## src/hw/rtl/sts_pkg.sv

```systemverilog
// ----------------------------------------------------------------------------
// sts_pkg
// Shared types, token codes and character-class helpers for the source
// token scanner.
// ----------------------------------------------------------------------------
package sts_pkg;

	// scan modes
	typedef enum logic [3:0] {
		M_IDLE, M_NUM, M_NUMDOT, M_FRAC, M_IDENT,
		M_ROPEN, M_RESC, M_RCLOSE, M_RMULTI
	} mode_t;

	// token kinds
	localparam logic [4:0] TK_END     = 5'd0;
	localparam logic [4:0] TK_NEWLINE = 5'd1;
	localparam logic [4:0] TK_INT     = 5'd2;
	localparam logic [4:0] TK_FLOAT   = 5'd3;
	localparam logic [4:0] TK_RUNE    = 5'd4;
	localparam logic [4:0] TK_IDENT   = 5'd5;
	localparam logic [4:0] TK_TRUE    = 5'd6;
	localparam logic [4:0] TK_FALSE   = 5'd7;
	localparam logic [4:0] TK_IF      = 5'd8;
	localparam logic [4:0] TK_INT8    = 5'd9;
	localparam logic [4:0] TK_INT16   = 5'd10;
	localparam logic [4:0] TK_INT32   = 5'd11;
	localparam logic [4:0] TK_INT64   = 5'd12;
	localparam logic [4:0] TK_FLT8    = 5'd13;
	localparam logic [4:0] TK_FLT16   = 5'd14;
	localparam logic [4:0] TK_FLT32   = 5'd15;
	localparam logic [4:0] TK_FLT64   = 5'd16;
	localparam logic [4:0] TK_PLUS    = 5'd17;
	localparam logic [4:0] TK_MINUS   = 5'd18;
	localparam logic [4:0] TK_STAR    = 5'd19;
	localparam logic [4:0] TK_BSLASH  = 5'd20;
	localparam logic [4:0] TK_PCT     = 5'd21;
	localparam logic [4:0] TK_LBRACE  = 5'd22;
	localparam logic [4:0] TK_RBRACE  = 5'd23;
	localparam logic [4:0] TK_EQ      = 5'd24;
	localparam logic [4:0] TK_ERROR   = 5'd25;
	localparam logic [4:0] TK_FATAL   = 5'd26;

	// error kinds
	localparam logic [2:0] ER_NONE    = 3'd0;
	localparam logic [2:0] ER_BADCH   = 3'd1;
	localparam logic [2:0] ER_UNTERM  = 3'd2;
	localparam logic [2:0] ER_NLRUNE  = 3'd3;
	localparam logic [2:0] ER_BADESC  = 3'd4;
	localparam logic [2:0] ER_MULTI   = 3'd5;
	localparam logic [2:0] ER_MALFORM = 3'd6;

	localparam int FW = 24;	// width of offset fields on the result port

	typedef struct packed {
		logic [4:0]    kind;
		logic [2:0]    err;
		logic [FW-1:0] start;
		logic [FW-1:0] len;
		logic [FW-1:0] line;
		logic [FW-1:0] line_base;
	} tok_t;

	// keyword automaton: final state to token kind
	localparam logic [4:0] KW_KIND [32] = '{
		5'd5, 5'd5, 5'd5, 5'd5, 5'd6, 5'd5, 5'd5, 5'd5,
		5'd5, 5'd7, 5'd5, 5'd5, 5'd5, 5'd5, 5'd13, 5'd5,
		5'd14, 5'd5, 5'd15, 5'd5, 5'd16, 5'd5, 5'd8, 5'd5,
		5'd5, 5'd9, 5'd5, 5'd10, 5'd5, 5'd11, 5'd5, 5'd12
	};

	function automatic logic is_dig(input logic [20:0] c);
		return (c >= 21'h30) && (c <= 21'h39);
	endfunction

	function automatic logic is_alp(input logic [20:0] c);
		return ((c >= 21'h61) && (c <= 21'h7a)) || ((c >= 21'h41) && (c <= 21'h5a));
	endfunction

	// keyword automaton step
	function automatic logic [4:0] kw_next(input logic [4:0] st, input logic [20:0] c);
		logic [4:0] nx;
		nx = 5'd0;
		case (st)
			5'd1:  if (c == 21'h72) nx = 5'd2;
			5'd2:  if (c == 21'h75) nx = 5'd3;
			5'd3:  if (c == 21'h65) nx = 5'd4;
			5'd5: begin
				if (c == 21'h61) nx = 5'd6;
				else if (c == 21'h6c) nx = 5'd10;
			end
			5'd6:  if (c == 21'h6c) nx = 5'd7;
			5'd7:  if (c == 21'h73) nx = 5'd8;
			5'd8:  if (c == 21'h65) nx = 5'd9;
			5'd10: if (c == 21'h6f) nx = 5'd11;
			5'd11: if (c == 21'h61) nx = 5'd12;
			5'd12: if (c == 21'h74) nx = 5'd13;
			5'd13: begin
				if (c == 21'h38) nx = 5'd14;
				else if (c == 21'h31) nx = 5'd15;
				else if (c == 21'h33) nx = 5'd17;
				else if (c == 21'h36) nx = 5'd19;
			end
			5'd15: if (c == 21'h36) nx = 5'd16;
			5'd17: if (c == 21'h32) nx = 5'd18;
			5'd19: if (c == 21'h34) nx = 5'd20;
			5'd21: begin
				if (c == 21'h66) nx = 5'd22;
				else if (c == 21'h6e) nx = 5'd23;
			end
			5'd23: if (c == 21'h74) nx = 5'd24;
			5'd24: begin
				if (c == 21'h38) nx = 5'd25;
				else if (c == 21'h31) nx = 5'd26;
				else if (c == 21'h33) nx = 5'd28;
				else if (c == 21'h36) nx = 5'd30;
			end
			5'd26: if (c == 21'h36) nx = 5'd27;
			5'd28: if (c == 21'h32) nx = 5'd29;
			5'd30: if (c == 21'h34) nx = 5'd31;
			default: nx = 5'd0;
		endcase
		return nx;
	endfunction

endpackage

```

## src/hw/rtl/sts_step.sv

```systemverilog
// ----------------------------------------------------------------------------
// sts_step
// Combinational scan of one character: next scanner state and up to three
// tokens completed by it.
// ----------------------------------------------------------------------------
module sts_step #(
	parameter int W = 24
) (
	input  logic [20:0]          code_point,
	input  logic [2:0]           byte_count,
	input  logic                 malformed,
	input  sts_pkg::mode_t       mode_q,
	input  logic [4:0]           kw_q,
	input  logic [W-1:0]         pos_q,
	input  logic [W-1:0]         tb_q,
	input  logic [W-1:0]         line_q,
	input  logic [W-1:0]         lb_q,
	input  logic [W-1:0]         rn_q,
	input  logic                 fatal_q,
	output sts_pkg::mode_t       mode_d,
	output logic [4:0]           kw_d,
	output logic [W-1:0]         pos_d,
	output logic [W-1:0]         tb_d,
	output logic [W-1:0]         line_d,
	output logic [W-1:0]         lb_d,
	output logic [W-1:0]         rn_d,
	output logic                 fatal_d,
	output sts_pkg::tok_t        res [3],
	output logic [1:0]           res_cnt
);

	function automatic logic [W-1:0] sat(input logic [W-1:0] a, input logic [W-1:0] b);
		logic [W:0] s;
		s = {1'b0, a} + {1'b0, b};
		return s[W] ? {W{1'b1}} : s[W-1:0];
	endfunction

	function automatic sts_pkg::tok_t mk(input logic [4:0] k, input logic [2:0] e,
			input logic [W-1:0] st, input logic [W-1:0] ln,
			input logic [W-1:0] li, input logic [W-1:0] lbg, input logic f);
		sts_pkg::tok_t t;
		t.kind      = f ? sts_pkg::TK_FATAL : k;
		t.err       = f ? sts_pkg::ER_MALFORM : e;
		t.start     = sts_pkg::FW'(st);
		t.len       = sts_pkg::FW'(ln);
		t.line      = sts_pkg::FW'(li);
		t.line_base = sts_pkg::FW'(lbg);
		return t;
	endfunction

	logic [20:0]    c;
	logic [W-1:0]   bc;
	logic [W-1:0]   one;
	logic           f;
	logic           idle;
	sts_pkg::mode_t m;
	logic [4:0]     kw;
	logic [W-1:0]   pos, tb, line, lb, rn;
	logic [1:0]     n;

	always_comb begin
		c    = malformed ? 21'd0 : code_point;
		f    = fatal_q | malformed;
		bc   = W'(byte_count);
		one  = W'(1);
		m    = mode_q;
		kw   = kw_q;
		pos  = pos_q;
		tb   = tb_q;
		line = line_q;
		lb   = lb_q;
		rn   = rn_q;
		n    = 2'd0;
		idle = 1'b0;
		for (int i = 0; i < 3; i++) res[i] = '0;

		// mode-specific handling
		case (mode_q)
			sts_pkg::M_NUM: begin
				if (sts_pkg::is_dig(c)) pos = sat(pos, bc);
				else if (c == 21'h2e) m = sts_pkg::M_NUMDOT;
				else begin
					res[n] = mk(sts_pkg::TK_INT, sts_pkg::ER_NONE, tb, pos - tb, line, lb, f);
					n = n + 2'd1;
					idle = 1'b1;
				end
			end
			sts_pkg::M_NUMDOT: begin
				if (sts_pkg::is_dig(c)) begin
					pos = sat(sat(pos, one), bc);
					m = sts_pkg::M_FRAC;
				end else begin
					res[n] = mk(sts_pkg::TK_INT, sts_pkg::ER_NONE, tb, pos - tb, line, lb, f);
					n = n + 2'd1;
					res[n] = mk(sts_pkg::TK_ERROR, sts_pkg::ER_BADCH, pos, one, line, lb, f);
					n = n + 2'd1;
					pos = sat(pos, one);
					idle = 1'b1;
				end
			end
			sts_pkg::M_FRAC: begin
				if (sts_pkg::is_dig(c)) pos = sat(pos, bc);
				else begin
					res[n] = mk(sts_pkg::TK_FLOAT, sts_pkg::ER_NONE, tb, pos - tb, line, lb, f);
					n = n + 2'd1;
					idle = 1'b1;
				end
			end
			sts_pkg::M_IDENT: begin
				if (sts_pkg::is_alp(c) || sts_pkg::is_dig(c) || c == 21'h5f) begin
					pos = sat(pos, bc);
					kw = sts_pkg::kw_next(kw, c);
				end else begin
					res[n] = mk(sts_pkg::KW_KIND[kw], sts_pkg::ER_NONE, tb, pos - tb,
						line, lb, f);
					n = n + 2'd1;
					kw = 5'd0;
					idle = 1'b1;
				end
			end
			sts_pkg::M_ROPEN: begin
				if (c == 21'd0) begin
					res[n] = mk(sts_pkg::TK_ERROR, sts_pkg::ER_UNTERM, tb, pos - tb,
						line, lb, f);
					n = n + 2'd1;
					idle = 1'b1;
				end else begin
					pos = sat(pos, bc);
					if (c == 21'h5c) m = sts_pkg::M_RESC;
					else if (c == 21'h0a) begin
						res[n] = mk(sts_pkg::TK_ERROR, sts_pkg::ER_NLRUNE, tb, pos - tb,
							line, lb, f);
						n = n + 2'd1;
						m = sts_pkg::M_IDLE;
					end else m = sts_pkg::M_RCLOSE;
				end
			end
			sts_pkg::M_RESC: begin
				if (c == 21'h30 || c == 21'h6e || c == 21'h74 || c == 21'h72 ||
						c == 21'h2f) begin
					pos = sat(pos, bc);
					m = sts_pkg::M_RCLOSE;
				end else begin
					res[n] = mk(sts_pkg::TK_ERROR, sts_pkg::ER_BADESC, tb, pos - tb,
						line, lb, f);
					n = n + 2'd1;
					idle = 1'b1;
				end
			end
			sts_pkg::M_RCLOSE: begin
				if (c == 21'h27) begin
					pos = sat(pos, bc);
					res[n] = mk(sts_pkg::TK_RUNE, sts_pkg::ER_NONE, tb, pos - tb, line, lb, f);
					n = n + 2'd1;
					m = sts_pkg::M_IDLE;
				end else if (c == 21'd0) begin
					// multi-character rune cut by end: no newlines counted
					res[n] = mk(sts_pkg::TK_ERROR, sts_pkg::ER_MULTI, tb, pos - tb,
						line, lb, f);
					n = n + 2'd1;
					rn = '0;
					idle = 1'b1;
				end else begin
					pos = sat(pos, bc);
					rn = (c == 21'h0a) ? one : '0;
					m = sts_pkg::M_RMULTI;
				end
			end
			sts_pkg::M_RMULTI: begin
				if (c == 21'd0 || c == 21'h27) begin
					if (c != 21'd0) pos = sat(pos, bc);
					res[n] = mk(sts_pkg::TK_ERROR, sts_pkg::ER_MULTI, tb, pos - tb,
						line, lb, f);
					n = n + 2'd1;
					line = sat(line, rn);
					rn = '0;
					m = sts_pkg::M_IDLE;
					idle = (c == 21'd0);
				end else begin
					pos = sat(pos, bc);
					if (c == 21'h0a) rn = sat(rn, one);
				end
			end
			default: idle = 1'b1;
		endcase

		// scan from between tokens
		if (idle) begin
			m = sts_pkg::M_IDLE;
			if (c == 21'd0) begin
				tb = pos;
				res[n] = mk(sts_pkg::TK_END, sts_pkg::ER_NONE, pos, '0, line, lb, f);
				n = n + 2'd1;
			end else if (c == 21'h20 || c == 21'h09) begin
				pos = sat(pos, bc);
			end else begin
				tb = pos;
				pos = sat(pos, bc);
				if (sts_pkg::is_dig(c)) m = sts_pkg::M_NUM;
				else if (sts_pkg::is_alp(c)) begin
					m = sts_pkg::M_IDENT;
					kw = (c == 21'h74) ? 5'd1 : (c == 21'h66) ? 5'd5 :
						(c == 21'h69) ? 5'd21 : 5'd0;
				end else begin
					case (c)
						21'h2b: begin res[n] = mk(sts_pkg::TK_PLUS, sts_pkg::ER_NONE,
							tb, pos - tb, line, lb, f); n = n + 2'd1; end
						21'h2d: begin res[n] = mk(sts_pkg::TK_MINUS, sts_pkg::ER_NONE,
							tb, pos - tb, line, lb, f); n = n + 2'd1; end
						21'h2a: begin res[n] = mk(sts_pkg::TK_STAR, sts_pkg::ER_NONE,
							tb, pos - tb, line, lb, f); n = n + 2'd1; end
						21'h5c: begin res[n] = mk(sts_pkg::TK_BSLASH, sts_pkg::ER_NONE,
							tb, pos - tb, line, lb, f); n = n + 2'd1; end
						21'h25: begin res[n] = mk(sts_pkg::TK_PCT, sts_pkg::ER_NONE,
							tb, pos - tb, line, lb, f); n = n + 2'd1; end
						21'h7b: begin res[n] = mk(sts_pkg::TK_LBRACE, sts_pkg::ER_NONE,
							tb, pos - tb, line, lb, f); n = n + 2'd1; end
						21'h7d: begin res[n] = mk(sts_pkg::TK_RBRACE, sts_pkg::ER_NONE,
							tb, pos - tb, line, lb, f); n = n + 2'd1; end
						21'h3d: begin res[n] = mk(sts_pkg::TK_EQ, sts_pkg::ER_NONE,
							tb, pos - tb, line, lb, f); n = n + 2'd1; end
						21'h27: m = sts_pkg::M_ROPEN;
						21'h0a: begin
							res[n] = mk(sts_pkg::TK_NEWLINE, sts_pkg::ER_NONE,
								tb, pos - tb, line, lb, f);
							n = n + 2'd1;
							line = sat(line, one);
							lb = pos;
						end
						default: begin res[n] = mk(sts_pkg::TK_ERROR, sts_pkg::ER_BADCH,
							tb, pos - tb, line, lb, f); n = n + 2'd1; end
					endcase
				end
			end
		end

		mode_d  = m;
		kw_d    = kw;
		pos_d   = pos;
		tb_d    = tb;
		line_d  = line;
		lb_d    = lb;
		rn_d    = rn;
		fatal_d = f;
		res_cnt = n;
	end

endmodule

```

## src/hw/rtl/sts_outq.sv

```systemverilog
// ----------------------------------------------------------------------------
// sts_outq
// Result register holding the tokens of one character and handing them out
// one transaction per cycle while tok_stall is low.
// ----------------------------------------------------------------------------
module sts_outq (
	input  logic          clk,
	input  logic          arst_n,
	input  logic          load,
	input  sts_pkg::tok_t res [3],
	input  logic [1:0]    res_cnt,
	output logic          busy,
	output logic          tok_valid,
	input  logic          tok_stall,
	output sts_pkg::tok_t tok,
	output logic          last
);

	sts_pkg::tok_t buf_q [3];
	logic [1:0]    cnt_q;
	logic [1:0]    idx_q;
	logic          take;

	assign tok_valid = (cnt_q != 2'd0);
	assign tok       = buf_q[idx_q];
	assign last      = (idx_q == cnt_q - 2'd1);
	assign take      = tok_valid & ~tok_stall;
	// new character may enter once the final token leaves this cycle
	assign busy      = tok_valid & ~(last & ~tok_stall);

	// token payload
	always_ff @(posedge clk) begin
		if (load) buf_q <= res;
	end

	// count and read index
	always_ff @(posedge clk or negedge arst_n) begin
		if (!arst_n) begin
			cnt_q <= 2'd0;
			idx_q <= 2'd0;
		end else if (load) begin
			cnt_q <= res_cnt;
			idx_q <= 2'd0;
		end else if (take) begin
			if (last) cnt_q <= 2'd0;
			idx_q <= idx_q + 2'd1;
		end
	end

endmodule

```

## src/hw/rtl/source_token_scanner_top.sv

```systemverilog
// ----------------------------------------------------------------------------
// source_token_scanner_top
// Scans decoded characters into tokens with offsets and line positions.
// ----------------------------------------------------------------------------
// Usage: characters arrive on the src channel (code_point, byte_count,
// malformed) under src_valid/src_stall; tokens leave on the tok channel
// under tok_valid/tok_stall, one token per transaction, last_of_run set on
// the final token caused by a character. A character is scanned in the
// cycle it is accepted and its tokens are registered, so the first token
// shows in the cycle after acceptance. A character that yields no token or
// one token leaves src_stall low while tok_stall is low; one that yields more
// holds src_stall until its final token leaves, as the single result register
// drains one token per cycle. While tok_stall is high the current token holds and
// src_stall rises once the result register cannot drain. Reset clears
// position and line counters (line one), the scan mode and the fatal flag;
// a malformed character turns every later token fatal until reset.
// ----------------------------------------------------------------------------
module source_token_scanner_top #(
	parameter int OFFSET_BITS = 24
) (
	input  logic        clk,
	input  logic        arst_n,
	input  logic        src_valid,
	output logic        src_stall,
	input  logic [20:0] code_point,
	input  logic [2:0]  byte_count,
	input  logic        malformed,
	output logic        tok_valid,
	input  logic        tok_stall,
	output logic [4:0]  token_kind,
	output logic [2:0]  error_kind,
	output logic [23:0] start_offset,
	output logic [23:0] token_length,
	output logic [23:0] line_number,
	output logic [23:0] line_offset,
	output logic        last_of_run
);

	localparam int W = OFFSET_BITS;

	sts_pkg::mode_t mode_q, mode_d;
	logic [4:0]     kw_q, kw_d;
	logic [W-1:0]   pos_q, pos_d, tb_q, tb_d, line_q, line_d;
	logic [W-1:0]   lb_q, lb_d, rn_q, rn_d;
	logic           fatal_q, fatal_d;
	sts_pkg::tok_t  res [3];
	logic [1:0]     res_cnt;
	logic           busy, accept;
	sts_pkg::tok_t  tok;

	assign src_stall = busy;
	assign accept    = src_valid & ~busy;

	sts_step #(.W(W)) u_step (
		.code_point, .byte_count, .malformed,
		.mode_q, .kw_q, .pos_q, .tb_q, .line_q, .lb_q, .rn_q, .fatal_q,
		.mode_d, .kw_d, .pos_d, .tb_d, .line_d, .lb_d, .rn_d, .fatal_d,
		.res, .res_cnt
	);

	// scanner state
	always_ff @(posedge clk or negedge arst_n) begin
		if (!arst_n) begin
			mode_q  <= sts_pkg::M_IDLE;
			kw_q    <= 5'd0;
			pos_q   <= '0;
			tb_q    <= '0;
			line_q  <= W'(1);
			lb_q    <= '0;
			rn_q    <= '0;
			fatal_q <= 1'b0;
		end else if (accept) begin
			mode_q  <= mode_d;
			kw_q    <= kw_d;
			pos_q   <= pos_d;
			tb_q    <= tb_d;
			line_q  <= line_d;
			lb_q    <= lb_d;
			rn_q    <= rn_d;
			fatal_q <= fatal_d;
		end
	end

	sts_outq u_outq (
		.clk, .arst_n, .load(accept), .res, .res_cnt, .busy,
		.tok_valid, .tok_stall, .tok, .last(last_of_run)
	);

	assign token_kind   = tok.kind;
	assign error_kind   = tok.err;
	assign start_offset = tok.start;
	assign token_length = tok.len;
	assign line_number  = tok.line;
	assign line_offset  = tok.line_base;

endmodule

```

## config.mk

```make
export PLATFORM = sky130hd
export DESIGN_NAME = source_token_scanner_top
export DESIGN_NICKNAME = d
export VERILOG_FILES = /design/src/hw/rtl/sts_pkg.sv /design/src/hw/rtl/sts_step.sv /design/src/hw/rtl/sts_outq.sv /design/src/hw/rtl/source_token_scanner_top.sv
export SDC_FILE = /design/constraint.sdc
export NUM_CORES = 2
export LEC_CHECK = 0
export BUFFER_PORTS_ARGS = -buffer_cell sky130_fd_sc_hd__clkbuf_2
export CORE_ASPECT_RATIO = 1.75
export CORE_UTILIZATION = 50
export DETAILED_ROUTE_END_ITERATION = 8
export HOLD_SLACK_MARGIN = 0.15
export PLACE_DENSITY = 0.69
export SETUP_SLACK_MARGIN = 0.02
export SLEW_MARGIN = 20
export SYNTH_ARGS = -nofsm -noshare
export SYNTH_HDL_FRONTEND = slang
export SYNTH_HIERARCHICAL = 1
export SYNTH_SLANG_ARGS = --single-unit
export TNS_END_PERCENT = 10
```

## constraint.sdc

```tcl
create_clock -name clk -period 9.1 [get_ports clk]
set_clock_uncertainty 0.1 [all_clocks]
set_input_delay 1.82 -clock clk [delete_from_list [all_inputs] [get_ports clk]]
set_output_delay 1.82 -clock clk [all_outputs]
set_load 0.02 [all_outputs]
```

Yosys cells after proc, flatten, opt, wreduce, memory -nomap -nowiden
Memories as Yosys holds them, arrays and structs flattened.
Cells that the tools add are included.
- output and inout port bits: 107
- input bits: 29
- bits in read-only memories: 160
- memories kept: 1
- register bits after elaboration: 446
- word-level logic and storage cells: 352
- memories (name ; words ; bits a word ; rd ports ; clocked after Yosys merged registers in ; wr ports ; RTL line ; text):
    (no name shown) ; 32 ; 5 ; 1 ; 0 ; 0 ; sts_step.sv:114 ; res[n] = mk(sts_pkg::KW_KIND[kw], sts_pkg::ER_NONE, tb, pos - tb,
- equality and inequality tests: 72
- reductions and logical operators: 27
- $lt $le $gt $ge: 10
- add/subtract/negate cells: 14
- muxes and demuxes: 185
- bitwise operators: 15
- operators with widths (cell ; number):
    bitwise mux 312 bit ; 11
    one-hot mux 312 bit (10 select lines) ; 1
    2-to-1 mux 104 bit ; 15
    2-to-1 mux 312 bit ; 5
    one-hot mux 104 bit (8 select lines) ; 1
    2-to-1 mux 24 bit ; 33
    == test 21 x 6 -> 1 bit, second input constant ; 16
    == test 21 x 7 -> 1 bit, second input constant ; 15
    binary-select mux 104 bit (select 2 bit) ; 1
    demux 104 bit (select 2 bit) ; 1
    2-to-1 mux 208 bit ; 1
    2-to-1 mux 5 bit ; 36
    one-hot mux 24 bit (7 select lines) ; 1
    2-to-1 mux 4 bit ; 27
    one-hot mux 5 bit (20 select lines) ; 1
    subtractor 24 bit ; 4
    adder 24 x 1 -> 25 bit, second input constant ; 3
    adder 24 x 3 -> 25 bit ; 3
    one-hot mux 24 bit (2 select lines) ; 1
    == test 21 x 4 -> 1 bit, second input constant ; 2
    greater-or-equal comparator 21 x 7 -> 1 bit, second input constant ; 2
    less-or-equal comparator 21 x 7 -> 1 bit, second input constant ; 2
    2-to-1 mux 2 bit ; 21
    == test 5 bit, second input constant ; 8
    other kinds (45) ; 112

Logic depth before layout (Yosys ltp)
- depth after elaboration: 20
- depth in mapped cells: 47
- gate-level depth less buffers: 43

Cells and area by module
Netlist, hierarchy kept.
- by module, submodules not included (module ; cells each ; times used ; area an instance (um^2) ; seq. area each (um^2)):
    sts_step ; 2964 ; 1 ; 17379.2 ; 0.0
    sts_outq ; 684 ; 1 ; 11748.8 ; 9469.1
    source_token_scanner_top ; 276 ; 1 ; 5206.2 ; 3254.4

Worst setup path after synthesis
Ideal clock, no wire load.
- path type: input -> register
- start: input byte_count[0]
- end: register u_outq/buf_q[278] in the netlist's numbering (data pin)
- library setup time: 0.271 ns
- stages on the path: 44
- path buffers: 6
- data arrival time: 9.714 ns
- data required time: 8.729 ns
- path slack: -0.985 ns
- cell sequence: ha_1 > inv_1 > fa_1 > nor2b_1 > o21ai_1 > or3_1 > clkbuf_1 > clkbuf_1 > buf_2 > buf_1 > nand2_1 > o21ai_0 > o221ai_1 > a211oi_1 > o21ai_0 > nand2_1 > fa_1 > inv_1 > (+8 left out) > nand2_1 > fa_1 > a21o_1 > a21oi_1 > o21bai_1 > a21oi_1 > o21bai_1 > a21oi_1 > o21bai_1 > a21o_1 > a21o_1 > o21bai_1 > a221o_1 > nor4bb_1 > o31ai_1 > a21oi_1 > xor2_1 > o22ai_1
- RTL lines (what ; RTL line ; text):
    start: declaration ; source_token_scanner_top.sv:26 ; input logic [2:0] byte_count,
    end signal: assignment ; sts_outq.sv:33 ; if (load) buf_q <= res;
    end: declaration ; sts_outq.sv:19 ; sts_pkg::tok_t buf_q [3];

==> results list <==
* Post-layout instance count excluding filler cells: approximately 5000
* Launching element type of the critical path: register
- The most used flip-flop cell after synthesis is edfxtp_1.
- Distinct cell type count of the synthesized netlist: ~100
* Half-perimeter wire length of the detailed placement result: 92.3 mm
- DIE AREA: around 70000 µm²
- Layout Utilization: 57.9%
* Top Ports: between 100 and 150
- Seq cells post-synth: 446
* Proportion of register bits with asynchronous set or reset after synthesis: 30.0%
- Warning count from the yosys run: 6
- Slowest Stage Delay on Critical Path: 0.59 ns
* Clock insertion delay at the later pin of the skew report: between 0.5 and 0.6 ns
* Final critical delay including setup and external delays: 8.67 ns
- Adding up every negative setup slack in the final design gives 0 ns.
- The first global-routing pass estimated 182 mm of wire.
- Number of nets in the final layout: 4339
* Placer congestion estimate: about 0.99
- Initial antenna violation count: 1
- Entering global routing, the biggest net connects 169 pins.
* Average via count per standard cell: 6.33
- Number of buffers created by CTS: 38
- In this run the worst path has a maximum fanout of 15.
- In this run the static leakage power is 15.8 nW.
* Hold path depth: 1
- Counting stages on the worst path, the most repeated cell is a21oi_2.
* Share of layout cells above drive strength 1: 18.7%
- CTS root buf: clkbuf_16
- Total GRT Usage: about a third
- Leaving out fill and tap cells, the most frequent cells in the layout are nor2_1 (457), nand2_1 (444), o21ai_0 (366).
- Fmax: 115 MHz
- Final-report hold violation count: 0
* Capturing element type of the critical path: register
- In this run the horizontal extent of the chip is about 200 µm.
- For this design, the slowest cell found on the critical path is or4_4.
- After detailed routing, the number of remaining DRC violations is 0.
- Core area: 67600 µm²
* Power density normalized to cell area: 361 nW/µm²
- For this configuration, the core starts out at a cell density of about half.
* Clock H-tree levels: 2
- The die is about 350 µm tall.
- The final count of pins violating max slew was 0.
* TritonCTS clock tree: built
- Post-route antenna net violation count: 0
* Critical register-to-register path endpoint: u_outq/buf_q[278]
* Port-buffer cells: around 140
- Of the available clock period, the critical path in the final layout requires 95.3%.
- Summing every instance area after synthesis gives approximately 34000 µm².
* Site row count: 126
* Hold Crit Endpoint: tb_q[2]
- Critical register-to-register path startpoint: pos_q[18]
* Avg WL per Cell: 24.0 µm
- Drt first pass iters: 9
- Counting cells, the worst reg-to-reg path comes to 39.
- Type of the worst setup path: register to register
* Global-route congestion overflow total: 0
* Unrepaired setup endpoints after global routing: false
- Worst reg-to-reg setup slack: 0.43 ns
- Path type of the worst min-delay path: register to register
- Max Cap Viol: 0
- Gate count of the mapped netlist: 3924
* DRT Wirelength: approximately 120 mm
* Number of setup violations in the final report: 0
- Count of placed standard cells including taps: roughly 5000
* Mapped Nets: 4084
* Seq/Total Area, Yosys: between 30% and 40%
- Number of flops mapped to enable cells by yosys: 312
- The tree built by TritonCTS fans out to 446 sinks.
- Clock-pin slew was measured on the worst setup and hold paths at 0.08 ns.
- Maximum number of buffers from clock root to sink: 3
* Beginning of the worst hold path: tb_q[2]
- The flow ran to the end, and the final reports show no timing, DRC or antenna violations.
- Worst rel slew slack: 20.7%
- The routed layout has 32300 vias.
* Most common library cell in the layout ignoring fill and taps: nor2_1
- The area growth from synthesis to layout is 14.1%.
- Worst Tran Pin Value: 1.19 ns
- Arrival time at the worst endpoint: 8.88 ns
- For this block, the initial DRC count from the detailed router was 3003.
* Worst path required time: 9.31 ns
* Vias in the first global route: 31200
- Worst ir drop on vdd: 0.266 mV
- Averaged over all synthesized cells, the footprint is 8.75 µm².
critical path, delay by kind of cell (launching register included):
kind | cells | cell delay (ns)
xor gates and xnor gates | 1 | 0.26
buffers and inverters | 5 | 0.78
adders and majority gates | 2 | 0.57
AOI/OAI and AO/OA | 21 | 3.20
and+or+nand+nor | 10 | 3.06
DFF | 1 | 0.39
synth_stat cells (40+ instances only):
library cell	number	area share, %
nor2_1	464	5.1
nand2_1	448	4.9
o21ai_0	369	5.4
edfxtp_1	312	27
a21oi_1	230	3.4
clkbuf_1	157	1.7
dfrtp_1	133	9.7
ha_1	123	4.5
mux2i_1	120	3.5
xnor2_1	111	2.8
inv_1	106	1.2
nor3_1	94	1.4
mux2_4	89	3.9
nand3_1	88	1.3
and2_1	79	1.4
xor2_1	53	1.4
a31oi_1	50	0.91
nor2b_1	49	0.89
mux2_2	47	1.5
or3_1	42	0.77
a22oi_1	41	0.90
o22ai_1	41	0.75
nand4_1	40	0.73
where the power goes:
| part | switching (mW) | total [mW] | internal, mW |
|---|---|---|---|
| Combinational | 5.58 | 8.96 | 3.38 |
| Clock | 0.796 | 1.77 | 0.978 |
| Sequential | 0.374 | 3.41 | 3.03 |
per-stage QoR:
| stage | cell area, µm² | setup WS [ns] | total power [mW] | hold slack, ns |
|---|---|---|---|---|
| 2_1_floorplan | 34500 | -0.136 | 9.08 | 0.379 |
| 3_3_place_gp | 37600 | -0.164 | 12.0 | 0.423 |
| 3_5_place_dp | 37600 | -0.272 | 12.2 | 0.434 |
| 4_1_cts | 39000 | 0.221 | 14.0 | 0.449 |
| 5_1_grt | 39200 | 0.0114 | 14.9 | 0.464 |
| 6_report | 39200 | 0.427 | 14.1 | 0.446 |
per-layer routing:
metal | vias up | routed length [µm] | track usage (%)
li1 | 14900 | - | -
met1 | 15500 | 42600 | 37.4
met2 | 1508 | 60800 | 60.9
met3 | 458 | 7920 | 3.71
met4 | 0 | 11200 | 28.1
met5 | - | 0 | 0
flip-flops by register name (all words and copies together), names as in the netlist:
| name | flops |
|---|---|
| u_outq/idx_q | 2 |
| u_outq/cnt_q | 2 |
| kw_q | 5 |
| pos_q | 24 |
| u_outq/buf_q | 312 |
| mode_q | 4 |
| fatal_q | 1 |
| tb_q | 24 |
| lb_q | 24 |
| rn_q | 24 |
| line_q | 24 |
final cells by class:
cell class	count	area (µm²)
Antenna cell	1	2.50
Clock buffer	51	1090
Clock inverter	19	243
Fill cell	6080	28400
Inverter	107	402
Multi-Input combinational cell	3127	20400
Sequential cell	446	12700
Tap cell	896	1120
Timing Repair Buffer	459	3170
repair_timing:
item                                   in CTS  in global routing
gates resized for setup                     0                 38
hold buffers                                0                  0
buffers inserted                            0                  6
setup endpoints to repair                   0                 16
endpoints found under the hold margin       0                  0
worst max path at each step:
| stage | startpoint | to | slack [ns] | depth (start not counted) |
|---|---|---|---|---|
| after floorplan | byte_count[0] | u_outq/buf_q[278] | -0.14 | 42 |
| after global placement | code_point[17] | u_outq/buf_q[278] | -0.16 | 38 |
| after detailed placement | code_point[8] | u_outq/buf_q[278] | -0.27 | 38 |
| after CTS | pos_q[21] | u_outq/buf_q[278] | 0.22 | 40 |
| after global routing | pos_q[6] | u_outq/buf_q[278] | 0.01 | 37 |
| final | pos_q[18] | u_outq/buf_q[278] | 0.43 | 39 |
cells by family (layout without fill, tap and decap cells):
family / count (synthesis) / after routing / synth area share, %
AOI/OAI and AO/OA: 1083 / 1083 / 19.8
adders and majority gates: 131 / 131 / 4.95
xor gates and xnor gates: 164 / 164 / 4.18
and+or+nand+nor: 1493 / 1493 / 20.6
buffers and inverters: 351 / 636 / 4.45
DFF: 446 / 446 / 37.1
muxes: 256 / 256 / 8.93
other: 0 / 1 / 0
Power figures use the tool's default switching activity.
